## src/rtl/core/pxq_pkg.sv

```systemverilog
// Shared types and codes for the Paxos proposer quorum unit.
// Request and result structs, message and action codes, register map.
// No dependencies.
`default_nettype none

package pxq_pkg;

    // Default acceptor group capacity.
    localparam int MAX_NODES_DEF = 16;

    // Configuration port address width (two 32-bit registers).
    localparam int PADDR_W = 3;

    // Register indexes, taken from paddr[2].
    localparam logic REG_OWN_NODE   = 1'b0;
    localparam logic REG_NODE_COUNT = 1'b1;

    // Reset values of the configuration registers.
    localparam logic [3:0] OWN_NODE_RST   = 4'd0;
    localparam logic [4:0] NODE_COUNT_RST = 5'd3;

    // Input action codes.
    localparam logic [1:0] ACT_SUBMIT  = 2'd0;
    localparam logic [1:0] ACT_PROMISE = 2'd1;
    localparam logic [1:0] ACT_DENIAL  = 2'd2;

    // Emitted message kinds.
    localparam logic [1:0] KIND_PREPARE  = 2'd0;
    localparam logic [1:0] KIND_ACCEPT   = 2'd1;
    localparam logic [1:0] KIND_RESUBMIT = 2'd2;

    // One incoming request.
    typedef struct packed {
        logic [1:0]  action;
        logic        learned_flag;
        logic [3:0]  from_node;
        logic [31:0] prepare_number;
        logic [31:0] accepted_number;
        logic [31:0] value_in;
    } t_in_req;

    // One emitted message.
    typedef struct packed {
        logic [1:0]  msg_kind;
        logic [31:0] msg_number;
        logic [31:0] msg_value;
    } t_out_req;

    // Configuration write strobe from the bus interface.
    typedef struct packed {
        logic       wr;
        logic       sel;
        logic [4:0] data;
    } t_cfg_wr;

    // Current configuration, for read-back.
    typedef struct packed {
        logic [3:0] own_node;
        logic [4:0] node_count;
    } t_cfg;

endpackage : pxq_pkg

`default_nettype wire

```

## src/rtl/core/pxq_engine.sv

```systemverilog
// Proposer state engine: round number, best accepted value, vote bitmaps.
// Handles one request per cycle and decides the message it causes.
// Depends on pxq_pkg.
`default_nettype none

module pxq_engine #(
    parameter int MAX_NODES = pxq_pkg::MAX_NODES_DEF
) (
    input  wire logic              i_clk,
    input  wire logic              i_rst_n,
    input  wire pxq_pkg::t_cfg_wr  i_cfg_wr,
    output pxq_pkg::t_cfg          o_cfg,
    input  wire logic              i_go,
    input  wire pxq_pkg::t_in_req  i_req,
    output logic                   o_emit,
    output pxq_pkg::t_out_req      o_msg
);
    import pxq_pkg::*;

    localparam int CNT_W = $clog2(MAX_NODES + 1);
    localparam int MAJ_W = (CNT_W + 1 > 5) ? CNT_W + 1 : 5;

    logic [3:0]           r_own_node,      n_own_node;
    logic [4:0]           r_node_count,    n_node_count;
    logic [31:0]          r_current_number, n_current_number;
    logic [31:0]          r_best_acc,      n_best_acc;
    logic [31:0]          r_best_value,    n_best_value;
    logic [MAX_NODES-1:0] r_promised_map,  n_promised_map;
    logic [MAX_NODES-1:0] r_denied_map,    n_denied_map;
    logic                 r_round_started, n_round_started;

    logic [MAX_NODES-1:0] w_from_bit;
    logic                 w_hit;
    logic [CNT_W-1:0]     w_prom_cnt;
    logic [CNT_W-1:0]     w_deny_cnt;
    logic                 w_prom_maj;
    logic                 w_deny_maj;
    logic [31:0]          w_next_number;

    // One-hot select of the answering acceptor.
    always_comb begin
        for (int i = 0; i < MAX_NODES; i++) begin
            w_from_bit[i] = (32'(i_req.from_node) == 32'(i));
        end
    end

    // The answer counts only for this round and from a sender inside the group.
    assign w_hit = (i_req.prepare_number == r_current_number)
                && ({1'b0, i_req.from_node} < r_node_count)
                && (32'(i_req.from_node) < 32'(MAX_NODES));

    // Vote counts after the current answer is recorded.
    always_comb begin
        w_prom_cnt = '0;
        w_deny_cnt = '0;
        for (int i = 0; i < MAX_NODES; i++) begin
            w_prom_cnt = w_prom_cnt + CNT_W'(r_promised_map[i] | w_from_bit[i]);
            w_deny_cnt = w_deny_cnt + CNT_W'(r_denied_map[i] | w_from_bit[i]);
        end
    end

    // Strict majority: twice the count exceeds the group size.
    assign w_prom_maj = MAJ_W'({w_prom_cnt, 1'b0}) > MAJ_W'(r_node_count);
    assign w_deny_maj = MAJ_W'({w_deny_cnt, 1'b0}) > MAJ_W'(r_node_count);

    assign w_next_number = r_current_number + 32'(r_node_count);

    // Next state and emitted message.
    always_comb begin
        n_own_node       = r_own_node;
        n_node_count     = r_node_count;
        n_current_number = r_current_number;
        n_best_acc       = r_best_acc;
        n_best_value     = r_best_value;
        n_promised_map   = r_promised_map;
        n_denied_map     = r_denied_map;
        n_round_started  = r_round_started;
        o_emit           = 1'b0;
        o_msg.msg_kind   = KIND_PREPARE;
        o_msg.msg_number = r_current_number;
        o_msg.msg_value  = i_req.value_in;

        // Configuration writes; before the first round the seed follows them.
        if (i_cfg_wr.wr) begin
            unique case (i_cfg_wr.sel)
                REG_OWN_NODE:   n_own_node   = i_cfg_wr.data[3:0];
                REG_NODE_COUNT: n_node_count = i_cfg_wr.data;
                default: ;
            endcase
            if (!r_round_started) begin
                n_current_number = 32'(n_own_node) + 32'(n_node_count);
            end
        end

        if (i_go) begin
            case (i_req.action)
                ACT_SUBMIT: begin
                    if (!i_req.learned_flag) begin
                        n_best_acc       = '0;
                        n_best_value     = i_req.value_in;
                        n_current_number = w_next_number;
                        n_promised_map   = '0;
                        n_denied_map     = '0;
                        n_round_started  = 1'b1;
                        o_emit           = 1'b1;
                        o_msg.msg_kind   = KIND_PREPARE;
                        o_msg.msg_number = w_next_number;
                        o_msg.msg_value  = i_req.value_in;
                    end
                end
                ACT_PROMISE: begin
                    if (w_hit) begin
                        if (i_req.accepted_number > r_best_acc) begin
                            n_best_acc   = i_req.accepted_number;
                            n_best_value = i_req.value_in;
                        end
                        n_promised_map = r_promised_map | w_from_bit;
                        if (w_prom_maj) begin
                            o_emit          = 1'b1;
                            o_msg.msg_kind  = KIND_ACCEPT;
                            o_msg.msg_value = n_best_value;
                        end
                    end
                end
                ACT_DENIAL: begin
                    if (w_hit) begin
                        n_denied_map = r_denied_map | w_from_bit;
                        if (w_deny_maj) begin
                            o_emit          = 1'b1;
                            o_msg.msg_kind  = KIND_RESUBMIT;
                            o_msg.msg_value = i_req.value_in;
                        end
                    end
                end
                default: ;
            endcase
        end
    end

    // State registers.
    always_ff @(posedge i_clk) begin
        if (!i_rst_n) begin
            r_own_node       <= OWN_NODE_RST;
            r_node_count     <= NODE_COUNT_RST;
            r_current_number <= 32'(OWN_NODE_RST) + 32'(NODE_COUNT_RST);
            r_best_acc       <= '0;
            r_best_value     <= '0;
            r_promised_map   <= '0;
            r_denied_map     <= '0;
            r_round_started  <= 1'b0;
        end else begin
            r_own_node       <= n_own_node;
            r_node_count     <= n_node_count;
            r_current_number <= n_current_number;
            r_best_acc       <= n_best_acc;
            r_best_value     <= n_best_value;
            r_promised_map   <= n_promised_map;
            r_denied_map     <= n_denied_map;
            r_round_started  <= n_round_started;
        end
    end

    assign o_cfg.own_node   = r_own_node;
    assign o_cfg.node_count = r_node_count;

`ifndef ASSERT_OFF
    // A new round always starts with empty vote bitmaps.
    a_submit_clears: assert property (@(posedge i_clk) disable iff (!i_rst_n)
        i_go && i_req.action == ACT_SUBMIT && !i_req.learned_flag
        |=> r_promised_map == '0 && r_denied_map == '0)
        else $error("vote bitmaps not cleared by a new round");

    // The round number moves only on a submit or a configuration write.
    a_number_stable: assert property (@(posedge i_clk) disable iff (!i_rst_n)
        !(i_go && i_req.action == ACT_SUBMIT) && !i_cfg_wr.wr
        |=> $stable(r_current_number))
        else $error("round number changed without a submit");

    // A message is emitted only for a request that is being processed.
    a_emit_needs_go: assert property (@(posedge i_clk) disable iff (!i_rst_n)
        o_emit |-> i_go)
        else $error("message emitted without a request");

    // An accept or resubmit carries the number of the current round.
    a_reply_number: assert property (@(posedge i_clk) disable iff (!i_rst_n)
        o_emit && o_msg.msg_kind != KIND_PREPARE
        |-> o_msg.msg_number == r_current_number && w_hit)
        else $error("reply emitted for a foreign round");
`endif

endmodule : pxq_engine

`default_nettype wire

```

## src/rtl/core/paxos_proposer_quorum_unit.sv

```systemverilog
// Top level of the Paxos proposer quorum unit.
// Request input register, result register and configuration port around pxq_engine.
// Depends on pxq_pkg and pxq_engine.
//
// Usage:
//   Requests (submit, promise, denial) enter on i_in_valid / o_in_stall with
//   i_in_req; messages (PREPARE, ACCEPT, RESUBMIT) leave on o_out_valid /
//   i_out_stall with o_out_req. A request whose handshake completes is held
//   in an input register; once the result slot is free, the engine updates the
//   round state and, when the request causes a message, loads the result
//   register. Throughput is one request per cycle while the receiver does not
//   stall: the round state is read and written in that single cycle, so each
//   request sees everything its predecessor did. When the receiver stalls, the
//   pending message holds in the result register; one more request is still
//   taken into the input register and o_in_stall rises only while that request
//   is waiting for the result slot. A held request waits for the result slot
//   even when it causes no message. own_node (address 0) and node_count
//   (address 4) are written through the APB-style port; the user must do so
//   only while the block is idle, which the block does not enforce. pready is
//   always high. Synchronous reset empties both registers, sets own_node to 0,
//   node_count to 3 and the round number to their sum, and clears the vote bitmaps.
`default_nettype none

module paxos_proposer_quorum_unit #(
    parameter int MAX_NODES = pxq_pkg::MAX_NODES_DEF
) (
    input  wire logic                          i_clk,
    input  wire logic                          i_rst_n,
    // Request channel.
    input  wire logic                          i_in_valid,
    output logic                               o_in_stall,
    input  wire pxq_pkg::t_in_req              i_in_req,
    // Message channel.
    output logic                               o_out_valid,
    input  wire logic                          i_out_stall,
    output pxq_pkg::t_out_req                  o_out_req,
    // Configuration port.
    input  wire logic                          psel,
    input  wire logic                          penable,
    input  wire logic                          pwrite,
    input  wire logic [pxq_pkg::PADDR_W-1:0]   paddr,
    input  wire logic [31:0]                   pwdata,
    output logic [31:0]                        prdata,
    output logic                               pready
);
    import pxq_pkg::*;

    logic     r_in_valid,  n_in_valid;
    t_in_req  r_in_req;
    logic     r_out_valid, n_out_valid;
    t_out_req r_out_req;

    logic     w_in_acc;
    logic     w_out_free;
    logic     w_go;
    logic     w_emit;
    t_out_req w_msg;
    t_cfg_wr  w_cfg_wr;
    t_cfg     w_cfg;

    // Handshake control.
    assign w_out_free = !r_out_valid || !i_out_stall;
    assign w_go       = r_in_valid && w_out_free;
    assign o_in_stall = r_in_valid && !w_out_free;
    assign w_in_acc   = i_in_valid && !o_in_stall;

    // Configuration write strobe and read-back.
    assign pready        = 1'b1;
    assign w_cfg_wr.wr   = psel && penable && pwrite;
    assign w_cfg_wr.sel  = paddr[2];
    assign w_cfg_wr.data = pwdata[4:0];

    always_comb begin
        unique case (paddr[2])
            REG_OWN_NODE:   prdata = 32'(w_cfg.own_node);
            REG_NODE_COUNT: prdata = 32'(w_cfg.node_count);
            default:        prdata = '0;
        endcase
    end

    pxq_engine #(
        .MAX_NODES (MAX_NODES)
    ) u_engine (
        .i_clk    (i_clk),
        .i_rst_n  (i_rst_n),
        .i_cfg_wr (w_cfg_wr),
        .o_cfg    (w_cfg),
        .i_go     (w_go),
        .i_req    (r_in_req),
        .o_emit   (w_emit),
        .o_msg    (w_msg)
    );

    // Occupancy of the input and result registers.
    always_comb begin
        n_in_valid = r_in_valid;
        if (w_in_acc) begin
            n_in_valid = 1'b1;
        end else if (w_go) begin
            n_in_valid = 1'b0;
        end

        n_out_valid = r_out_valid;
        if (w_go && w_emit) begin
            n_out_valid = 1'b1;
        end else if (w_out_free) begin
            n_out_valid = 1'b0;
        end
    end

    always_ff @(posedge i_clk) begin
        if (!i_rst_n) begin
            r_in_valid  <= 1'b0;
            r_out_valid <= 1'b0;
        end else begin
            r_in_valid  <= n_in_valid;
            r_out_valid <= n_out_valid;
        end
    end

    // Payload registers.
    always_ff @(posedge i_clk) begin
        if (w_in_acc) begin
            r_in_req <= i_in_req;
        end
        if (w_go && w_emit) begin
            r_out_req <= w_msg;
        end
    end

    assign o_out_valid = r_out_valid;
    assign o_out_req   = r_out_req;

`ifndef ASSERT_OFF
    // A held request that cannot move stays in the input register.
    a_in_held: assert property (@(posedge i_clk) disable iff (!i_rst_n)
        r_in_valid && !w_out_free |=> r_in_valid)
        else $error("held request lost");

    // A new message is loaded only into a free result register.
    a_out_free: assert property (@(posedge i_clk) disable iff (!i_rst_n)
        w_go && w_emit |-> w_out_free)
        else $error("result register overwritten");

    // The input is refused only while a request is waiting.
    a_stall_cause: assert property (@(posedge i_clk) disable iff (!i_rst_n)
        o_in_stall |-> r_in_valid && o_out_valid)
        else $error("input stalled without a waiting request");
`endif

endmodule : paxos_proposer_quorum_unit

`default_nettype wire

```

## config.mk

```make
export PLATFORM = sky130hd
export DESIGN_NAME = paxos_proposer_quorum_unit
export DESIGN_NICKNAME = d
export VERILOG_FILES = /design/src/rtl/core/pxq_pkg.sv /design/src/rtl/core/pxq_engine.sv /design/src/rtl/core/paxos_proposer_quorum_unit.sv
export SDC_FILE = /design/constraint.sdc
export NUM_CORES = 1
export LEC_CHECK = 0
export ABC_AREA = 1
export BUFFER_PORTS_ARGS = -buffer_cell sky130_fd_sc_hd__buf_2
export CAP_MARGIN = 20
export CELL_PAD_IN_SITES_DETAIL_PLACEMENT = 0
export CELL_PAD_IN_SITES_GLOBAL_PLACEMENT = 1
export CORE_UTILIZATION = 47
export CTS_BUF_LIST = sky130_fd_sc_hd__clkbuf_2
export DETAILED_ROUTE_END_ITERATION = 12
export PLACE_DENSITY_LB_ADDON = 0.1
export SYNTH_ARGS = -nofsm -noshare
export SYNTH_HDL_FRONTEND = slang
export SYNTH_SLANG_ARGS = --single-unit
```

## constraint.sdc

```tcl
create_clock -name i_clk -period 14.86 [get_ports i_clk]
set_input_delay 0 -clock i_clk [delete_from_list [all_inputs] [get_ports i_clk]]
set_output_delay 0 -clock i_clk [all_outputs]
set_load 0.02 [all_outputs]
```

==> flow_metrics.tcl <==
set metrics [dict create \
    status "completed" \
    max_stage_delay_ns 0.58 \
    arrival_ns 7.40 \
    critPathTopFamily "adder cells" \
    routedWlPerCell_um 13.77 \
    grt_max_degree 90 \
    clk_pin_slew_ns 0.11 \
    cp_cell_sequence "nor2_1 > inv_1 > nor2_1 > nor2_1 > fa_1 > inv_1 > fa_1 > fa_1 > fa_1 > ha_1 > fa_1 > xor2_1 > ha_1 > nand2_1 > o21ai_0 > o21ai_0 > o21ai_0 > nand3_1 > nor2_4 > nand2_1 > buf_16 > nand2_1 > nand2_1 > inv_1" \
    post_dp_cell_area_mm2 0.01732 \
    ant_nets 0 \
    cts.sinks 309 \
    clockPowerShare_pct 34.4 \
    switchingPower_w 0.0005096 \
    critPathLaunchType "register" \
    path_class "register to register" \
    port-buffer-count 188 \
    synth-seq-cells 309 \
    synth_cell_types 43 \
    async_flop_share_pct 0 \
    fmax_mhz 150.7 \
    drv_cap 0 \
    fin_nets 2701 \
    worstPathBufferInverterCount 4 \
    drive_gt1_share_pct 15.18 \
    hold_ws_ns 0.1368 \
    worst_pin_slew_ns 1.070 \
    fin_util_pct 60.92 \
    cp-end-kind "register" \
    ir_worst_vdd_mv 0.05386 \
    grt_pass1_vias 14200 \
    final_area_mm2 0.02053 \
    setup_viol 0 \
    synth_flop_cell "edfxtp_1" \
    gp_congestion 0.8635 \
    crit_required_ns 15.63 \
    relSlewSlack_pct 28.70 \
    drv_slew 0 \
    rsz0062_at_grt "no" \
    finalCritPeriodShare_pct 44.67 \
    drt-total-wl_um 41100 \
    pin_count 246 \
    route.detailed.drc 0 \
    crit_path_frequent_cell "fa_1" \
    p_leak_nw 9.896 \
    met3_usage_pct 4.679 \
    rows 67 \
    overflow 0 \
    htree_levels 3 \
    grt.busiest_layer "met2" \
    via_per_inst 4.727 \
    drt_iter0_markers 715 \
    syn_area_per_cell_um2 8.034 \
    core_area_mm2 0.03370 \
    antenna_found_initial 2 \
    die_h_um 187.5 \
    combinationalPowerShare_pct 13.3 \
    cts_root_buf "clkbuf_2" \
    cts_tree "done" \
    grtUsageMet2_pct 41.52 \
    grt_pass1_wl_um 67590 \
    vias 14110 \
    synth-edff-count 169 \
    switching_share_pct 28.31 \
    fillers 3135 \
    slowest_stage "nor2_4" \
    cts_buffers 85 \
    ys_seq_area_share_pct 48.69 \
    postCtsSetupBuffers 0 \
    synthCells 2014 \
    drtPass1Iterations 5 \
    p_per_area_mw_per_mm2 87.68 \
    hpwl_um 25770 \
    synth_warnings 0 \
    hold_path.class "primary input to register" \
    cts_buffer_depth 3 \
    grtUsageMet1_pct 29.39 \
    start_util_pct 48.01 \
    grt_usage_pct 23.90 \
    clk_latency_ns 0.94 \
    syn-cell-area_mm2 0.01618 \
    fin_crit_ns 6.638 \
    final_hold_viol_count 0 \
    setup-tns-final_ns 0 \
    fin_skew_ns 0.06597 \
    die_w_um 187.5 \
    die_area_mm2 0.03517 \
    p_int_w 0.001290 \
    crit_fanout 27 \
    p_seq_share_pct 52.3 \
    area_growth_pct 26.88 \
]
[path summary, 6_finish.rpt]
check / from / end / slack, ns / cells after the start
worst max-delay path: r_in_req[98]$_DFFE_PP_ / o_out_req[28]$_DFFE_PP_ / 8.22 / 24
worst min register to register: u_engine.r_promised_map[0]$_SDFFE_PN0P_ / u_engine.r_promised_map[0]$_SDFFE_PN0P_ / 0.46 / 2
worst min-delay path: pwdata[2] / u_engine.r_own_node[2]$_SDFFE_PN0P_ / 0.14 / 6
worst max register to register: r_in_req[98]$_DFFE_PP_ / o_out_req[28]$_DFFE_PP_ / 8.22 / 24
[worst register-to-register path, cell delays in order, from the launching register on]
cell and delay (ns):
edfxtp_1 0.52, nor2_1 0.14, inv_1 0.08, nor2_1 0.24, nor2_1 0.11, fa_1 0.54, inv_1 0.05, fa_1 0.50
fa_1 0.53, fa_1 0.49, ha_1 0.24, fa_1 0.41, xor2_1 0.19, ha_1 0.28, nand2_1 0.05, o21ai_0 0.13
o21ai_0 0.09, o21ai_0 0.17, nand3_1 0.19, nor2_4 0.58, nand2_1 0.47, buf_16 0.30, nand2_1 0.07, nand2_1 0.05
inv_1 0.05
[power groups by stage]
stage          Sequential [W]  Clock [W]  Combinational, W
3_3_place_gp         0.000960          0          0.000186
6_report             0.000941   0.000619          0.000240
2_1_floorplan        0.000959          0          0.000136
4_1_cts              0.000941   0.000643          0.000240
5_1_grt              0.000944   0.000684          0.000273
3_5_place_dp         0.000961          0          0.000190
[through the flow]
stage | power [W] | cells | setup slack [ns]
floorplan | 0.001095 | 2040 | 8.397
global placement | 0.001146 | 2588 | 7.997
detailed placement | 0.001151 | 2588 | 7.946
CTS | 0.001824 | 2983 | 7.876
global route | 0.001902 | 2985 | 7.791
finish | 0.001800 | 2985 | 8.222
[metal layers]
layer,part of all wire (%),routed length (um),up-vias
li1,-,-,7259
met1,45,18460,6404
met2,48,19670,360
met3,4.6,1904,86
met4,2.6,1052,2
met5,0.032,13,-
[layout by cell type, fill, tap and decap left out, types with 22 or more instances in the layout]
master and n:
nand2_1 540, a21oi_1 107, conb_1 28, inv_1 295, clkbuf_2 136, dfxtp_1 140, dlygate4sd3_1 240, fa_1 22
or2_2 27, ha_1 66, o21ai_0 94, nand3_1 109, buf_2 187, edfxtp_1 169, nor2_1 250
[state kept, by name, indices dropped and copies added, names as in the netlist]
name	count
r_in_req	103
o_out_req	66
u_engine.r_best_acc	32
u_engine.r_best_value	32
u_engine.r_current_number	32
u_engine.r_denied_map	16
u_engine.r_promised_map	16
u_engine.r_node_count	5
u_engine.r_own_node	4
o_out_valid	1
r_in_valid	1
u_engine.r_round_started	1
[cell usage after synthesis, types with 2 or more instances]
| cell type | instances | area, um^2 |
|---|---|---|
| nand3b_1 | 2 | 15.01 |
| nor4_1 | 4 | 25.02 |
| buf_4 | 28 | 210.2 |
| buf_2 | 19 | 95.09 |
| o21ai_0 | 94 | 470.5 |
| inv_1 | 297 | 1115 |
| conb_1 | 2 | 7.510 |
| nor3_1 | 6 | 30.03 |
| nor2_4 | 2 | 22.52 |
| xnor2_1 | 10 | 87.58 |
| dfxtp_1 | 140 | 2803 |
| clkbuf_1 | 35 | 131.4 |
| or2_2 | 27 | 168.9 |
| a21o_1 | 3 | 22.52 |
| ha_1 | 66 | 825.8 |
| fa_1 | 22 | 440.4 |
| nand3_1 | 109 | 545.5 |
| o21a_1 | 3 | 22.52 |
| nor2_1 | 251 | 942.2 |
| buf_1 | 7 | 26.28 |
| nand2_1 | 540 | 2027 |
| nand2_2 | 3 | 18.77 |
| clkbuf_2 | 2 | 10.01 |
| xor2_1 | 21 | 183.9 |
| buf_6 | 7 | 78.83 |
| edfxtp_1 | 169 | 5075 |
| a21oi_1 | 107 | 535.5 |
| inv_2 | 9 | 33.78 |
| nand4_1 | 14 | 87.58 |
| clkinv_1 | 2 | 7.510 |
[logic make-up (layout without fill, tap and decap cells)]
logic type	after synthesis	after routing	share of synthesized area [%]
buffers and inverters	406	902	10.56
other	2	29	0.04641
flip-flops	309	309	48.69
adder cells (fa/ha/maj)	88	88	7.826
AND/OR/NAND/NOR	961	961	24.24
XOR/XNOR	31	31	1.678
AO/OA/AOI/OAI	217	217	6.967
[area by class of cell]
cell class	instances	area (um^2)	area share [%]
antenna	1	2.502	0.01219
timing repair buffer	439	3448	16.80
inverter	308	1159	5.644
sequential	309	7878	38.37
clock inverter	19	101.3	0.4937
multi-input combinational	1325	6700	32.64
tap	448	560.5	2.730
clock buffer	136	680.7	3.315
[what timing repair did]
action | 4_1_cts | 5_1_grt
hold buffers | 240 | 0
gates resized for setup | 0 | 0
endpoints found under the hold margin | 297 | 0
Note: power is estimated with default switching activity, not from simulation.
